--- src/rtl/core/qriq_pkg.sv ---
// ---------------------------------------------------------------------------
// qriq_pkg
// Types, constants and small helper functions of the quarter-rate I/Q
// detector.
// ---------------------------------------------------------------------------
package qriq_pkg;

    // Field widths.
    localparam int SAMPLE_W   = 16;
    localparam int TERM_W     = 17;
    localparam int SUM_W      = 23;
    localparam int COUNT_W    = 7;
    localparam int TIMEBASE_W = 8;
    localparam int EXT_W      = 32;

    // Default configuration.
    localparam int DEF_WINDOW_DEPTH  = 64;
    localparam int DEF_FRAME_SAMPLES = 256;

    // Group and timebase constants.
    localparam int                    GROUP_LEN        = 4;
    localparam logic [1:0]            LAST_PHASE       = 2'd3;
    localparam logic [TIMEBASE_W-1:0] GROUP_START_BITS = 8'hFC;

    // Output saturation limits.
    localparam logic signed [EXT_W-1:0] SUM_MAX   = 32'sd4194303;
    localparam logic signed [EXT_W-1:0] SUM_MIN   = -32'sd4194304;
    localparam logic [EXT_W-1:0]        COUNT_MAX = 32'd127;

    // Command queue between the front and the back.
    localparam int QUEUE_DEPTH = 4;
    localparam int QPTR_W      = 2;

    // One command word passed from the front to the back.
    typedef struct packed {
        logic                     restart;
        logic signed [TERM_W-1:0] sin_term;
        logic signed [TERM_W-1:0] cos_term;
    } t_group_cmd;

    // One window entry, both terms side by side.
    typedef struct packed {
        logic signed [TERM_W-1:0] sin_term;
        logic signed [TERM_W-1:0] cos_term;
    } t_window_entry;

    // Clamp an exact total into the signed output range.
    function automatic logic signed [SUM_W-1:0] sat_sum(input logic signed [EXT_W-1:0] v);
        logic signed [EXT_W-1:0] c;
        c = v;
        if (v > SUM_MAX) begin
            c = SUM_MAX;
        end else if (v < SUM_MIN) begin
            c = SUM_MIN;
        end
        return c[SUM_W-1:0];
    endfunction

    // Clamp the fill count into the output field.
    function automatic logic [COUNT_W-1:0] sat_count(input logic [EXT_W-1:0] v);
        logic [EXT_W-1:0] c;
        c = (v > COUNT_MAX) ? COUNT_MAX : v;
        return c[COUNT_W-1:0];
    endfunction

    // Start of the next group within the frame, kept to the field's bits.
    function automatic logic [TIMEBASE_W-1:0] make_timebase(input logic [EXT_W-1:0] gp);
        logic [EXT_W-1:0] t;
        t = gp * EXT_W'(GROUP_LEN);
        return t[TIMEBASE_W-1:0] & GROUP_START_BITS;
    endfunction

endpackage

--- src/rtl/core/qriq_if.sv ---
// ---------------------------------------------------------------------------
// qriq_in_if / qriq_out_if
// Valid/ready channels of the detector: sample words in, result words out.
// ---------------------------------------------------------------------------
interface qriq_in_if;
    logic                                    valid;
    logic                                    ready;
    logic signed [qriq_pkg::SAMPLE_W-1:0]    sample;
    logic                                    restart;

    modport source (output valid, output sample, output restart, input ready);
    modport sink   (input valid, input sample, input restart, output ready);
endinterface

interface qriq_out_if;
    logic                                    valid;
    logic                                    ready;
    logic signed [qriq_pkg::SUM_W-1:0]       sin_sum;
    logic signed [qriq_pkg::SUM_W-1:0]       cos_sum;
    logic [qriq_pkg::COUNT_W-1:0]            period_count;
    logic [qriq_pkg::TIMEBASE_W-1:0]         timebase;

    modport source (output valid, output sin_sum, output cos_sum, output period_count,
                    output timebase, input ready);
    modport sink   (input valid, input sin_sum, input cos_sum, input period_count,
                    input timebase, output ready);
endinterface

--- src/rtl/core/quarter_rate_iq_detector.sv ---
// ---------------------------------------------------------------------------
// quarter_rate_iq_detector
// Quadrature detector for a tone at a quarter of the sample rate, with
// sliding-window sums of the sine and cosine terms.
//
//   Channel | Dir | Word fields
//   --------+-----+----------------------------------------------
//   i_in    | in  | sample (16, signed), restart (1)
//   o_out   | out | sin_sum, cos_sum (23, signed), period_count (7),
//           |     | timebase (8)
//
// One sample word is taken every cycle while the command queue has room.
// Every fourth word (and every restart word) sends a command to the back,
// which handles a group as a window RAM read, then the update and the
// RAM write. A result word waits in the output register; while it
// stalls, up to four commands gather in the queue before i_in.ready drops.
// Reset is synchronous and active low; the window RAM needs no clearing.
// ---------------------------------------------------------------------------
module quarter_rate_iq_detector #(
    parameter int WINDOW_DEPTH  = qriq_pkg::DEF_WINDOW_DEPTH,
    parameter int FRAME_SAMPLES = qriq_pkg::DEF_FRAME_SAMPLES
) (
    input  logic        i_clk,
    input  logic        i_rst_n,
    qriq_in_if.sink     i_in,
    qriq_out_if.source  o_out
);

    qriq_pkg::t_group_cmd push_cmd;
    qriq_pkg::t_group_cmd head_cmd;
    logic                 push;
    logic                 pop;
    logic                 q_full;
    logic                 q_empty;

    // Front: sample intake and term forming.
    qriq_front u_front (
        .i_clk  (i_clk),
        .i_rst_n(i_rst_n),
        .i_in   (i_in),
        .i_full (q_full),
        .o_push (push),
        .o_cmd  (push_cmd)
    );

    // Command queue.
    qriq_queue u_queue (
        .i_clk  (i_clk),
        .i_rst_n(i_rst_n),
        .i_push (push),
        .i_cmd  (push_cmd),
        .i_pop  (pop),
        .o_cmd  (head_cmd),
        .o_full (q_full),
        .o_empty(q_empty)
    );

    // Back: window sums and result words.
    qriq_back #(
        .WINDOW_DEPTH (WINDOW_DEPTH),
        .FRAME_SAMPLES(FRAME_SAMPLES)
    ) u_back (
        .i_clk  (i_clk),
        .i_rst_n(i_rst_n),
        .i_cmd  (head_cmd),
        .i_empty(q_empty),
        .o_pop  (pop),
        .o_out  (o_out)
    );

endmodule

--- src/rtl/core/qriq_ram.sv ---
// ---------------------------------------------------------------------------
// qriq_ram
// Generic simple dual-port RAM: one write port, one read port with a
// registered read.
// ---------------------------------------------------------------------------
module qriq_ram #(
    parameter int WIDTH  = 34,
    parameter int DEPTH  = 64,
    parameter int ADDR_W = (DEPTH > 1) ? $clog2(DEPTH) : 1
) (
    input  logic              i_clk,
    input  logic              i_wr_en,
    input  logic [ADDR_W-1:0] i_wr_addr,
    input  logic [WIDTH-1:0]  i_wr_data,
    input  logic              i_rd_en,
    input  logic [ADDR_W-1:0] i_rd_addr,
    output logic [WIDTH-1:0]  o_rd_data
);

    logic [WIDTH-1:0] r_mem [DEPTH];
    logic [WIDTH-1:0] r_rd_data;

    // Write port and registered read port.
    always_ff @(posedge i_clk) begin
        if (i_wr_en) begin
            r_mem[i_wr_addr] <= i_wr_data;
        end
        if (i_rd_en) begin
            r_rd_data <= r_mem[i_rd_addr];
        end
    end

    assign o_rd_data = r_rd_data;

endmodule

--- src/rtl/core/qriq_front.sv ---
// ---------------------------------------------------------------------------
// qriq_front
// Takes sample words, holds the first three samples of each group and forms
// the sine and cosine terms on the fourth. Restart words become commands.
// ---------------------------------------------------------------------------
module qriq_front (
    input  logic                  i_clk,
    input  logic                  i_rst_n,
    qriq_in_if.sink               i_in,
    input  logic                  i_full,
    output logic                  o_push,
    output qriq_pkg::t_group_cmd  o_cmd
);

    logic [1:0]                             r_phase;
    logic [1:0]                             n_phase;
    logic signed [qriq_pkg::SAMPLE_W-1:0]   r_held [3];
    logic                                   accept;
    logic signed [qriq_pkg::TERM_W-1:0]     sin_term;
    logic signed [qriq_pkg::TERM_W-1:0]     cos_term;

    assign i_in.ready = !i_full;
    assign accept     = i_in.valid && !i_full;

    // Terms of the group, kept at full precision.
    assign sin_term = qriq_pkg::TERM_W'(r_held[1]) - qriq_pkg::TERM_W'(i_in.sample);
    assign cos_term = qriq_pkg::TERM_W'(r_held[0]) - qriq_pkg::TERM_W'(r_held[2]);

    // A command goes out on a restart word or on the last sample of a group.
    always_comb begin
        o_push         = accept && (i_in.restart || r_phase == qriq_pkg::LAST_PHASE);
        o_cmd.restart  = i_in.restart;
        o_cmd.sin_term = sin_term;
        o_cmd.cos_term = cos_term;
        n_phase        = r_phase;
        if (accept) begin
            if (i_in.restart || r_phase == qriq_pkg::LAST_PHASE) begin
                n_phase = 2'd0;
            end else begin
                n_phase = r_phase + 2'd1;
            end
        end
    end

    // Phase counter.
    always_ff @(posedge i_clk) begin
        if (!i_rst_n) begin
            r_phase <= 2'd0;
        end else begin
            r_phase <= n_phase;
        end
    end

    // Sample holding registers.
    always_ff @(posedge i_clk) begin
        if (accept && !i_in.restart && r_phase != qriq_pkg::LAST_PHASE) begin
            r_held[r_phase] <= i_in.sample;
        end
    end

endmodule

--- src/rtl/core/qriq_queue.sv ---
// ---------------------------------------------------------------------------
// qriq_queue
// Short first-in first-out queue of commands between the front and the back.
// ---------------------------------------------------------------------------
module qriq_queue (
    input  logic                  i_clk,
    input  logic                  i_rst_n,
    input  logic                  i_push,
    input  qriq_pkg::t_group_cmd  i_cmd,
    input  logic                  i_pop,
    output qriq_pkg::t_group_cmd  o_cmd,
    output logic                  o_full,
    output logic                  o_empty
);

    qriq_pkg::t_group_cmd           r_mem [qriq_pkg::QUEUE_DEPTH];
    logic [qriq_pkg::QPTR_W-1:0]    r_wr_ptr;
    logic [qriq_pkg::QPTR_W-1:0]    r_rd_ptr;
    logic [qriq_pkg::QPTR_W:0]      r_count;
    logic                           do_push;
    logic                           do_pop;

    assign o_full  = (r_count == (qriq_pkg::QPTR_W + 1)'(qriq_pkg::QUEUE_DEPTH));
    assign o_empty = (r_count == '0);
    assign do_push = i_push && !o_full;
    assign do_pop  = i_pop && !o_empty;
    assign o_cmd   = r_mem[r_rd_ptr];

    // Pointers and fill level.
    always_ff @(posedge i_clk) begin
        if (!i_rst_n) begin
            r_wr_ptr <= '0;
            r_rd_ptr <= '0;
            r_count  <= '0;
        end else begin
            if (do_push) begin
                r_wr_ptr <= r_wr_ptr + 1'b1;
            end
            if (do_pop) begin
                r_rd_ptr <= r_rd_ptr + 1'b1;
            end
            if (do_push && !do_pop) begin
                r_count <= r_count + 1'b1;
            end else if (do_pop && !do_push) begin
                r_count <= r_count - 1'b1;
            end
        end
    end

    // Storage.
    always_ff @(posedge i_clk) begin
        if (do_push) begin
            r_mem[r_wr_ptr] <= i_cmd;
        end
    end

endmodule

--- src/rtl/core/qriq_back.sv ---
// ---------------------------------------------------------------------------
// qriq_back
// Carries out commands: updates the sliding-window sums through the window
// RAM, advances the group position and presents one result word per group.
// ---------------------------------------------------------------------------
module qriq_back #(
    parameter int WINDOW_DEPTH  = qriq_pkg::DEF_WINDOW_DEPTH,
    parameter int FRAME_SAMPLES = qriq_pkg::DEF_FRAME_SAMPLES
) (
    input  logic                  i_clk,
    input  logic                  i_rst_n,
    input  qriq_pkg::t_group_cmd  i_cmd,
    input  logic                  i_empty,
    output logic                  o_pop,
    qriq_out_if.source            o_out
);

    localparam int TOTAL_W  = qriq_pkg::TERM_W + $clog2(WINDOW_DEPTH);
    localparam int PTR_W    = (WINDOW_DEPTH > 1) ? $clog2(WINDOW_DEPTH) : 1;
    localparam int FILL_W   = $clog2(WINDOW_DEPTH + 1);
    localparam int GROUPS   = (FRAME_SAMPLES / 4 < 1) ? 1 : FRAME_SAMPLES / 4;
    localparam int GP_W     = (GROUPS > 1) ? $clog2(GROUPS) : 1;
    localparam int ENTRY_W  = $bits(qriq_pkg::t_window_entry);

    localparam logic ST_IDLE   = 1'b0;
    localparam logic ST_UPDATE = 1'b1;

    logic                                r_state;
    logic                                n_state;
    logic signed [qriq_pkg::TERM_W-1:0]  r_sin_term;
    logic signed [qriq_pkg::TERM_W-1:0]  r_cos_term;
    logic signed [TOTAL_W-1:0]           r_sin_total;
    logic signed [TOTAL_W-1:0]           r_cos_total;
    logic signed [TOTAL_W-1:0]           n_sin_total;
    logic signed [TOTAL_W-1:0]           n_cos_total;
    logic [PTR_W-1:0]                    r_ptr;
    logic [PTR_W-1:0]                    n_ptr;
    logic [FILL_W-1:0]                   r_fill;
    logic [FILL_W-1:0]                   n_fill;
    logic [GP_W-1:0]                     r_gp;
    logic [GP_W-1:0]                     n_gp;

    logic                                r_out_valid;
    logic signed [qriq_pkg::SUM_W-1:0]   r_sin_sum;
    logic signed [qriq_pkg::SUM_W-1:0]   r_cos_sum;
    logic [qriq_pkg::COUNT_W-1:0]        r_period_count;
    logic [qriq_pkg::TIMEBASE_W-1:0]     r_timebase;

    logic                                take_group;
    logic                                take_restart;
    logic                                finish;
    logic                                out_free;
    logic                                win_full;
    logic [ENTRY_W-1:0]                  rd_data;
    qriq_pkg::t_window_entry             old_entry;
    qriq_pkg::t_window_entry             new_entry;
    logic signed [qriq_pkg::TERM_W-1:0]  old_sin;
    logic signed [qriq_pkg::TERM_W-1:0]  old_cos;

    // Window RAM holding both terms of each group.
    qriq_ram #(
        .WIDTH (ENTRY_W),
        .DEPTH (WINDOW_DEPTH),
        .ADDR_W(PTR_W)
    ) u_window (
        .i_clk    (i_clk),
        .i_wr_en  (finish),
        .i_wr_addr(r_ptr),
        .i_wr_data(new_entry),
        .i_rd_en  (take_group),
        .i_rd_addr(r_ptr),
        .o_rd_data(rd_data)
    );

    // Command intake and sequencing.
    assign out_free     = !r_out_valid || o_out.ready;
    assign take_restart = (r_state == ST_IDLE) && !i_empty && i_cmd.restart;
    assign take_group   = (r_state == ST_IDLE) && !i_empty && !i_cmd.restart;
    assign finish       = (r_state == ST_UPDATE) && out_free;
    assign o_pop        = take_restart || take_group;

    always_comb begin
        case (r_state)
            ST_IDLE:   n_state = take_group ? ST_UPDATE : ST_IDLE;
            ST_UPDATE: n_state = finish ? ST_IDLE : ST_UPDATE;
            default:   n_state = ST_IDLE;
        endcase
    end

    // Window update: drop the oldest term once full, add the new one.
    assign old_entry          = qriq_pkg::t_window_entry'(rd_data);
    assign win_full           = (r_fill == FILL_W'(WINDOW_DEPTH));
    assign old_sin            = win_full ? old_entry.sin_term : '0;
    assign old_cos            = win_full ? old_entry.cos_term : '0;
    assign new_entry.sin_term = r_sin_term;
    assign new_entry.cos_term = r_cos_term;

    always_comb begin
        n_sin_total = r_sin_total - TOTAL_W'(old_sin) + TOTAL_W'(r_sin_term);
        n_cos_total = r_cos_total - TOTAL_W'(old_cos) + TOTAL_W'(r_cos_term);
        n_fill      = win_full ? r_fill : r_fill + 1'b1;
        n_ptr       = (r_ptr == PTR_W'(WINDOW_DEPTH - 1)) ? '0 : r_ptr + 1'b1;
        n_gp        = (r_gp == GP_W'(GROUPS - 1)) ? '0 : r_gp + 1'b1;
    end

    // Control state and running sums.
    always_ff @(posedge i_clk) begin
        if (!i_rst_n) begin
            r_state     <= ST_IDLE;
            r_sin_total <= '0;
            r_cos_total <= '0;
            r_ptr       <= '0;
            r_fill      <= '0;
            r_gp        <= '0;
        end else begin
            r_state <= n_state;
            if (take_restart) begin
                r_sin_total <= '0;
                r_cos_total <= '0;
                r_ptr       <= '0;
                r_fill      <= '0;
                r_gp        <= '0;
            end else if (finish) begin
                r_sin_total <= n_sin_total;
                r_cos_total <= n_cos_total;
                r_ptr       <= n_ptr;
                r_fill      <= n_fill;
                r_gp        <= n_gp;
            end
        end
    end

    // Terms of the group under work.
    always_ff @(posedge i_clk) begin
        if (take_group) begin
            r_sin_term <= i_cmd.sin_term;
            r_cos_term <= i_cmd.cos_term;
        end
    end

    // Output register.
    always_ff @(posedge i_clk) begin
        if (!i_rst_n) begin
            r_out_valid <= 1'b0;
        end else if (finish) begin
            r_out_valid <= 1'b1;
        end else if (o_out.ready) begin
            r_out_valid <= 1'b0;
        end
    end

    always_ff @(posedge i_clk) begin
        if (finish) begin
            r_sin_sum      <= qriq_pkg::sat_sum(qriq_pkg::EXT_W'(n_sin_total));
            r_cos_sum      <= qriq_pkg::sat_sum(qriq_pkg::EXT_W'(n_cos_total));
            r_period_count <= qriq_pkg::sat_count(qriq_pkg::EXT_W'(n_fill));
            r_timebase     <= qriq_pkg::make_timebase(qriq_pkg::EXT_W'(n_gp));
        end
    end

    assign o_out.valid        = r_out_valid;
    assign o_out.sin_sum      = r_sin_sum;
    assign o_out.cos_sum      = r_cos_sum;
    assign o_out.period_count = r_period_count;
    assign o_out.timebase     = r_timebase;

endmodule

--- src/flat_wrapper.sv ---
// flat-port wrapper written by rule: the top's interface ports become plain ports
module quarter_rate_iq_detector_flat 
#(
    parameter int WINDOW_DEPTH  = qriq_pkg::DEF_WINDOW_DEPTH,
    parameter int FRAME_SAMPLES = qriq_pkg::DEF_FRAME_SAMPLES
)
  (i_clk, i_rst_n, i_in_valid, i_in_sample, i_in_restart, i_in_ready, o_out_valid, o_out_sin_sum, o_out_cos_sum, o_out_period_count, o_out_timebase, o_out_ready);
  qriq_in_if i_in_i ();
  qriq_out_if o_out_i ();
  input  logic i_clk;
  input  logic i_rst_n;
  input wire logic [$bits(i_in_i.valid)-1:0] i_in_valid;
  input wire logic [$bits(i_in_i.sample)-1:0] i_in_sample;
  input wire logic [$bits(i_in_i.restart)-1:0] i_in_restart;
  output wire logic [$bits(i_in_i.ready)-1:0] i_in_ready;
  output wire logic [$bits(o_out_i.valid)-1:0] o_out_valid;
  output wire logic [$bits(o_out_i.sin_sum)-1:0] o_out_sin_sum;
  output wire logic [$bits(o_out_i.cos_sum)-1:0] o_out_cos_sum;
  output wire logic [$bits(o_out_i.period_count)-1:0] o_out_period_count;
  output wire logic [$bits(o_out_i.timebase)-1:0] o_out_timebase;
  input wire logic [$bits(o_out_i.ready)-1:0] o_out_ready;
  assign i_in_i.valid = i_in_valid;
  assign i_in_i.sample = i_in_sample;
  assign i_in_i.restart = i_in_restart;
  assign i_in_ready = i_in_i.ready;
  assign o_out_valid = o_out_i.valid;
  assign o_out_sin_sum = o_out_i.sin_sum;
  assign o_out_cos_sum = o_out_i.cos_sum;
  assign o_out_period_count = o_out_i.period_count;
  assign o_out_timebase = o_out_i.timebase;
  assign o_out_i.ready = o_out_ready;
  quarter_rate_iq_detector #(.WINDOW_DEPTH(WINDOW_DEPTH), .FRAME_SAMPLES(FRAME_SAMPLES)) u_core (.i_clk(i_clk), .i_rst_n(i_rst_n), .i_in(i_in_i), .o_out(o_out_i));
endmodule
--- config.mk ---
export PLATFORM = sky130hd
export DESIGN_NAME = quarter_rate_iq_detector_flat
export DESIGN_NICKNAME = d
export VERILOG_FILES = /design/src/rtl/core/qriq_pkg.sv /design/src/rtl/core/qriq_if.sv /design/src/rtl/core/quarter_rate_iq_detector.sv /design/src/rtl/core/qriq_ram.sv /design/src/rtl/core/qriq_front.sv /design/src/rtl/core/qriq_queue.sv /design/src/rtl/core/qriq_back.sv /design/src/flat_wrapper.sv
export SDC_FILE = /design/constraint.sdc
export NUM_CORES = 2
export LEC_CHECK = 0
export BUFFER_PORTS_ARGS = -buffer_cell sky130_fd_sc_hd__buf_2
export CAP_MARGIN = 20
export CORE_UTILIZATION = 63
export DETAILED_ROUTE_END_ITERATION = 10
export PLACE_DENSITY = 0.79
export SLEW_MARGIN = 20
export SYNTH_ARGS = -nofsm -noshare
export SYNTH_HDL_FRONTEND = slang
export SYNTH_SLANG_ARGS = --single-unit
--- constraint.sdc ---
create_clock -name i_clk -period 5.8 [get_ports i_clk]
set_input_delay 1.16 -clock i_clk [delete_from_list [all_inputs] [get_ports i_clk]]
set_output_delay 1.16 -clock i_clk [all_outputs]
set_load 0.05 [all_outputs]
Word level (Yosys, flattened, before mapping)
Memory sizes are Yosys's and may differ from the RTL's. A register that Yosys moved wholly into a read port is not among the register bits.
Index checks and enable logic that the tools add are counted.
Storage, ports and cells
  bits in registers: 169
  memories kept: 3
  bits of input ports: 21
  bits in writable memories: 2364
Memories
  u_core.u_back.u_window.r_mem: depth 64, width 34, read ports 1, clocked after memory_dff 1, wr ports 1, RTL line qriq_ram.sv:20  | logic [WIDTH-1:0] r_mem [DEPTH];
  u_core.u_queue.r_mem: depth 4, width 35, read ports 1, clocked after memory_dff 1, wr ports 1, RTL line qriq_queue.sv:16  | qriq_pkg::t_group_cmd r_mem [qriq_pkg::QUEUE_DEPTH];
  u_core.u_front.r_held: depth 3, width 16, read ports 3, clocked after memory_dff 0, wr ports 1, RTL line qriq_front.sv:17  | logic signed [qriq_pkg::SAMPLE_W-1:0] r_held [3];
Operators by class
  bitwise gates (word level): 2
  reductions and logical operators: 26
  muxes and demuxes: 23
  $lt $le $gt $ge: 4
  add/sub/neg operators: 14
  equal/unequal tests: 6
Operator list (number)
  adder 23 x 17 -> 23 bit: 2
  > comparator 23 bit (second input constant): 2
  < comparator 23 bit (second input constant): 2
  two-way mux 23 bit: 2
  subtractor 23 x 17 -> 23 bit: 2
  two-way mux 17 bit: 2
  subtractor 16 x 16 -> 17 bit: 2
  adder 6 x 1 -> 6 bit (second input constant): 2
  equality test 6 bit (second input constant): 2
  logical AND 1 bit: 12
  two-way mux 6 bit: 2
  two-way mux 1 bit: 10
  adder 7 x 1 -> 7 bit (second input constant): 1
  equality test 7 bit (second input constant): 1
  logical NOT 1 bit: 7
  two-way mux 7 bit: 1
  adder 2 x 1 -> 2 bit (second input constant): 3
  two-way mux 2 bit: 3
  two-way mux 3 bit: 2
  nonzero test 2 bit: 2
  adder 3 x 1 -> 3 bit (second input constant): 1
  equality test 3 bit (second input constant): 1
  logical NOT 3 bit: 1
  logical OR 1 bit: 3
  other kinds (6): 7

Longest topological paths before layout
  depth in word-level cells: 9
  mapped depth: 21
  mapped depth without buffers: 18

By module
From an unflattened synthesis, not the netlist that was laid out.
Unflattened totals
  cells, all modules: 5363
  area total of the unflattened synthesis: 103131.4 um2
By module, submodules not included
  qriq_ram: instances 1, cells each 3744, area each 84114.4 um2
  qriq_back: instances 1, cells each 1074, area each 10104.7 um2
  qriq_queue: instances 1, cells each 231, area each 5591.6 um2
  qriq_front: instances 1, cells each 314, area each 3320.7 um2

Worst setup path before layout
No wires, ideal clock.
  path kind: input to register
  start point: input port o_out_ready
  end point: memory u_core.u_back.u_window.r_mem[22][0] (netlist: u_core.u_back.u_window.r_mem[11][0]) (enable)
  stages: 6
  setup slack: 1.042 ns
  library setup time: 0.467 ns
  buffers on the path: 1
  data arrival time: 4.291 ns
  path through: nand2b_1 > nand2_1 > inv_2 > buf_1 > nand2_1 > nor3_1
On the way
  longest elaborated chain between the ends: 4
Ends and longest elaborated chain
  from (decl): RTL line flat_wrapper.sv:21  | input wire logic [$bits(o_out_i.ready)-1:0] o_out_ready;
  logical OR 1 bit: RTL line qriq_back.sv:76  | assign out_free = !r_out_valid || o_out.ready;
  logical AND 1 bit: RTL line qriq_back.sv:79  | assign finish = (r_state == ST_UPDATE) && out_free;
  two-way mux 1 bit: RTL line qriq_ram.sv:25  | if (i_wr_en) begin
  two-way mux 1 bit (implied by the code): RTL line qriq_ram.sv:26  | r_mem[i_wr_addr] <= i_wr_data;
  to (decl): RTL line qriq_ram.sv:20
Every way passes these cells.

Worst setup path after layout
  start point: register u_core.u_back.r_fill[0]
  end point: register u_core.u_back.r_cos_sum (netlist bit u_core.u_back.o_out.cos_sum[20]) (data pin)
On the way
  longest elaborated chain between the ends: 6
Ends and longest elaborated chain
  from (decl): RTL line qriq_back.sv:38  | logic [FILL_W-1:0] r_fill;
  from (signal assigned): RTL line qriq_back.sv:127  | r_fill <= n_fill;
  equality test 7 bit *: RTL line qriq_back.sv:92  | assign win_full = (r_fill == FILL_W'(WINDOW_DEPTH));
  two-way mux 17 bit *: RTL line qriq_back.sv:94  | assign old_cos = win_full ? old_entry.cos_term : '0;
  subtractor 23 x 17 -> 23 bit *: RTL line qriq_back.sv:100  | n_cos_total = r_cos_total - TOTAL_W'(old_cos) + TOTAL_W'(r_cos_term);
  adder 23 x 17 -> 23 bit *: RTL line qriq_back.sv:100
  < comparator 23 bit: RTL line qriq_pkg.sv:53  | end else if (v < SUM_MIN) begin
  two-way mux 23 bit: RTL line qriq_pkg.sv:53
  to (signal assigned): RTL line qriq_back.sv:155  | r_cos_sum <= qriq_pkg::sat_sum(qriq_pkg::EXT_W'(n_cos_total));
  to (decl): RTL line qriq_back.sv:45  | logic signed [qriq_pkg::SUM_W-1:0] r_cos_sum;
Mark *: on every way between the ends. The rest lies on a longest branch, timed or not.
A chain may end at the register's enable or synchronous reset.

==> flow_summary.ini <==
[timing]
period_share_pct = 83.1
hold_ws_ns = 0.456
hold_viol = 0
worst_pin_slew_ns = 1.19
setup_viol = 0
worst_clock_skew_ns = 0.0484
tns_ns = 0
period_minus_slack_ns = 4.82
max-slew-margin-rel_pct = 20.4
rsz0062_at_grt = false
fmax_mhz = 207
drv_slew = 0

[power_and_ir_drop]
p_total_w = 0.0504
power.leakage_nw = 36.6
p_per_area_nw_per_um2 = 443
power.switching_w = 0.0155
swShare_pct = 30.8
combPwrFrac_pct = 22.0
clkPwrFrac_pct = 30.8
pwr-share-seq_pct = 47.2
intPower_w = 0.0349
ir_worst_vdd_mv = 0.438

[worst_setup_path]
crit_slowest_cell = or4b_2
end_kind = flop
critPathLaunch = u_core.u_back.r_fill[0]
reg2reg_slack_ns = 0.98
crit_path_end = u_core.u_back.o_out.cos_sum[20]
rr_worst_depth = 18
crit_fanout = 17
crit_cells = 18
cp_slowest_stage_delay_ns = 0.60
r2r_start = u_core.u_back.r_fill[0]
cpMostUsedCell = ha_1
worstPathRequired_ns = 6.40
cp_top_family = simple AND/OR/NAND/NOR gates
start_kind = flop
criticalPathCategory = reg2reg
arrival_ns = 5.42
r2r_end = u_core.u_back.o_out.cos_sum[20]
cp_cell_sequence = inv_1 -> ha_1 -> or4b_2 -> nor3b_2 -> buf_4 -> and2_1 -> ha_1 -> inv_1 -> ha_1 -> fa_1 -> a21oi_1 -> nor2b_1 -> a31oi_1 -> a21oi_2 -> a211oi_1 -> nor4_1 -> or3_1 -> and2_1
critPathBufInv = 3

[yosys]
async_reset_ff_share_pct = 0
synth_fa_ha_area_share_pct = 2.08
synth_xor_area_share_pct = 0.682
syn_avg_cell_area_sq_um = 17.2
synth_top_family_by_area = compound AO/OA/AOI/OAI gates
synthMuxAreaShare_pct = 7.38
synth_cells = 5908
synth_compound_area_share_pct = 8.86
synth_edf_count = 2491
synth_flop_cell = edfxtp_1
yosysSeqAreaShare_pct = 75.3
ys_warn_count = 0
synthSimpleGateAreaFrac_pct = 3.26
ys_types = 73
syn_area_sq_um = 101000
ys_seq_elements = 2569

[clock_tree]
clk_pin_slew_worst_paths_ns = 0.06
cts_sinks = 2569
clockBufferDepth = 3
post-cts-setup-buffer-count = 0
cts_max_level = 4
cts_buffers = 236
cts_tree = yes
insertion_delay_ns = 0.89
cts_resized = 0
root_buffer = clkbuf_16
hold_buffers = 0

[die]
die_w_microns = 403
std_cell_rows = 146
die_area_sq_um = 163000
fp.dieH_microns = 403
core_area_sq_um = 159000
initial_core_util_pct = 63.7
pin_count = 84

[detailed_routing]
first_pass_iters = 10
via_per_inst = 7.26
via_count = 62100
wire_per_inst_microns = 35.6
drt-initial-drc-count = 11500
drc = 1
routed_wl_mm = 304
ant_nets = 0

[final_layout]
area_delta_synth_final_pct = 12.2
fin_area_sq_um = 114000
nets = 6330
drive_gt1_share_pct = 17.5

[global_route]
grt_max_degree = 111
grt_usage_pct = 37.1
antenna_found_initial = 32
grt_pass1_vias = 59800
grt_pass1_wl_mm = 424
grt_overflow = 0

[run_status]
outcome = finished with violations
violations = DRC

[placed_design]
gp_congestion = 0.932
portBuffers = 81
place_area_sq_um = 106000
hpwlAfterDp_mm = 176

[min_path]
min_from = u_core.u_back.r_sin_total[0]
hold_path_class = reg2reg

[flow_run]
cap_violations = 0
[worst register-to-register path: cells and delay by family (launching register included)]
family / cells / cell delay, ns
adder cells (fa/ha/maj): 4 / 0.96
AO/OA/AOI/OAI: 4 / 1.15
buffers and inverters: 3 / 0.36
flip-flops: 1 / 0.37
AND/OR/NAND/NOR: 7 / 1.77
[through the flow]
| stage | setup slack, ns | std cells | utilization, % |
|---|---|---|---|
| 6_report | 0.979 | 8546 | 71.5 |
| 2_1_floorplan | 1.04 | 5909 | - |
| 3_3_place_gp | 1.08 | 8073 | 66.6 |
| 5_1_grt | 0.713 | 8525 | 71.5 |
| 4_1_cts | 0.986 | 8522 | 71.5 |
| 3_5_place_dp | 1.03 | 8074 | 66.6 |
[cell families (layout without fill, tap and decap cells)]
logic type,Yosys count,in the layout
DFF,2569,2569
adders and majority gates,140,140
xor gates and xnor gates,79,79
other,1,23
buffers and inverters,573,1043
AOI/OAI and AO/OA,1281,1281
muxes,518,518
and+or+nand+nor,747,747
[worst min-delay path by stage]
stage,depth (start not counted),endpoint
2_1_floorplan,2,u_core.u_back.r_cos_total[16]
3_3_place_gp,2,u_core.u_back.r_cos_total[15]
3_5_place_dp,2,u_core.u_back.r_sin_total[21]
4_1_cts,2,u_core.u_back.r_sin_total[0]
5_1_grt,2,u_core.u_back.r_cos_total[5]
6_report,2,u_core.u_back.r_sin_total[0]
[routing by layer]
| metal | routed length (microns) | vias up | GRT usage (%) |
|---|---|---|---|
| met5 | 346 | - | 0 |
| met4 | 20000 | 40 | 20.6 |
| met3 | 54500 | 1411 | 17.0 |
| met2 | 132000 | 6129 | 54.0 |
| met1 | 97300 | 30300 | 46.5 |
| li1 | - | 24200 | - |
[area by class of cell]
cell class / count / area [sq um]
clock buffer: 297 / 6210
fill: 9119 / 45300
inverter: 235 / 895
timing repair buffer: 360 / 2870
antenna: 21 / 52.6
sequential: 2569 / 76400
multi-input combinational: 2767 / 23200
tap: 2146 / 2690
clock inverter: 151 / 1510
[power groups by stage]
stage	combinational [W]	clock [W]	sequential (W)
3_3_place_gp	0.0103	0	0.0241
2_1_floorplan	0.00544	0	0.0252
6_report	0.0111	0.0155	0.0238
3_5_place_dp	0.0105	0	0.0242
5_1_grt	0.0116	0.0162	0.0238
4_1_cts	0.0106	0.0155	0.0238
[Yosys cell counts (20+ instances only)]
| cell type | instances | area (sq um) |
|---|---|---|
| edfxtp_1 | 2491 | 74800 |
| a221oi_1 | 331 | 2900 |
| nor2_1 | 319 | 1200 |
| a21oi_1 | 288 | 1440 |
| inv_1 | 231 | 867 |
| nand2_1 | 211 | 792 |
| mux2i_1 | 209 | 2090 |
| mux4_2 | 170 | 3830 |
| a22oi_1 | 161 | 1210 |
| o21ai_0 | 141 | 706 |
| buf_2 | 139 | 696 |
| mux2_2 | 139 | 1570 |
| clkbuf_1 | 133 | 499 |
| o22ai_1 | 98 | 613 |
| ha_1 | 93 | 1160 |
| dfxtp_1 | 78 | 1560 |
| a22o_1 | 57 | 499 |
| xnor2_1 | 52 | 455 |
| and2_1 | 51 | 319 |
| fa_1 | 47 | 941 |
| a211oi_1 | 39 | 293 |
| nor3_1 | 39 | 195 |
| buf_1 | 34 | 128 |
| a31oi_1 | 28 | 175 |
| xor2_1 | 27 | 236 |
| buf_4 | 24 | 180 |
| a21o_1 | 22 | 165 |
| nand3_1 | 22 | 110 |
| nor2b_1 | 20 | 125 |
[sequential cells by signal, indices dropped and copies added (netlist names), 7 cells and up, named ones only]
name,count
u_core.u_back.r_cos_total,23
u_core.u_back.o_out.sin_sum,23
u_core.u_back.r_sin_total,23
u_core.u_back.r_cos_term,17
u_core.u_back.o_out.cos_sum,23
u_core.u_back.r_fill,7
u_core.u_queue.r_mem,140
u_core.u_back.o_out.period_count,7
u_core.u_front.r_held,48
u_core.u_back.u_window.o_rd_data,34
u_core.u_back.r_sin_term,17
u_core.u_back.u_window.r_mem,2176
[cell usage in the layout, fill, tap and decap left out, types with 141 or more instances in the layout]
cell,count
edfxtp_1,2491
clkbuf_16,238
nor2_1,245
mux2i_1,209
mux4_2,170
inv_1,230
nand2_1,208
a21oi_1,288
a22oi_1,161
buf_4,248
o21ai_0,141
a221oi_1,331
Note: power is estimated with default switching activity, not from simulation.
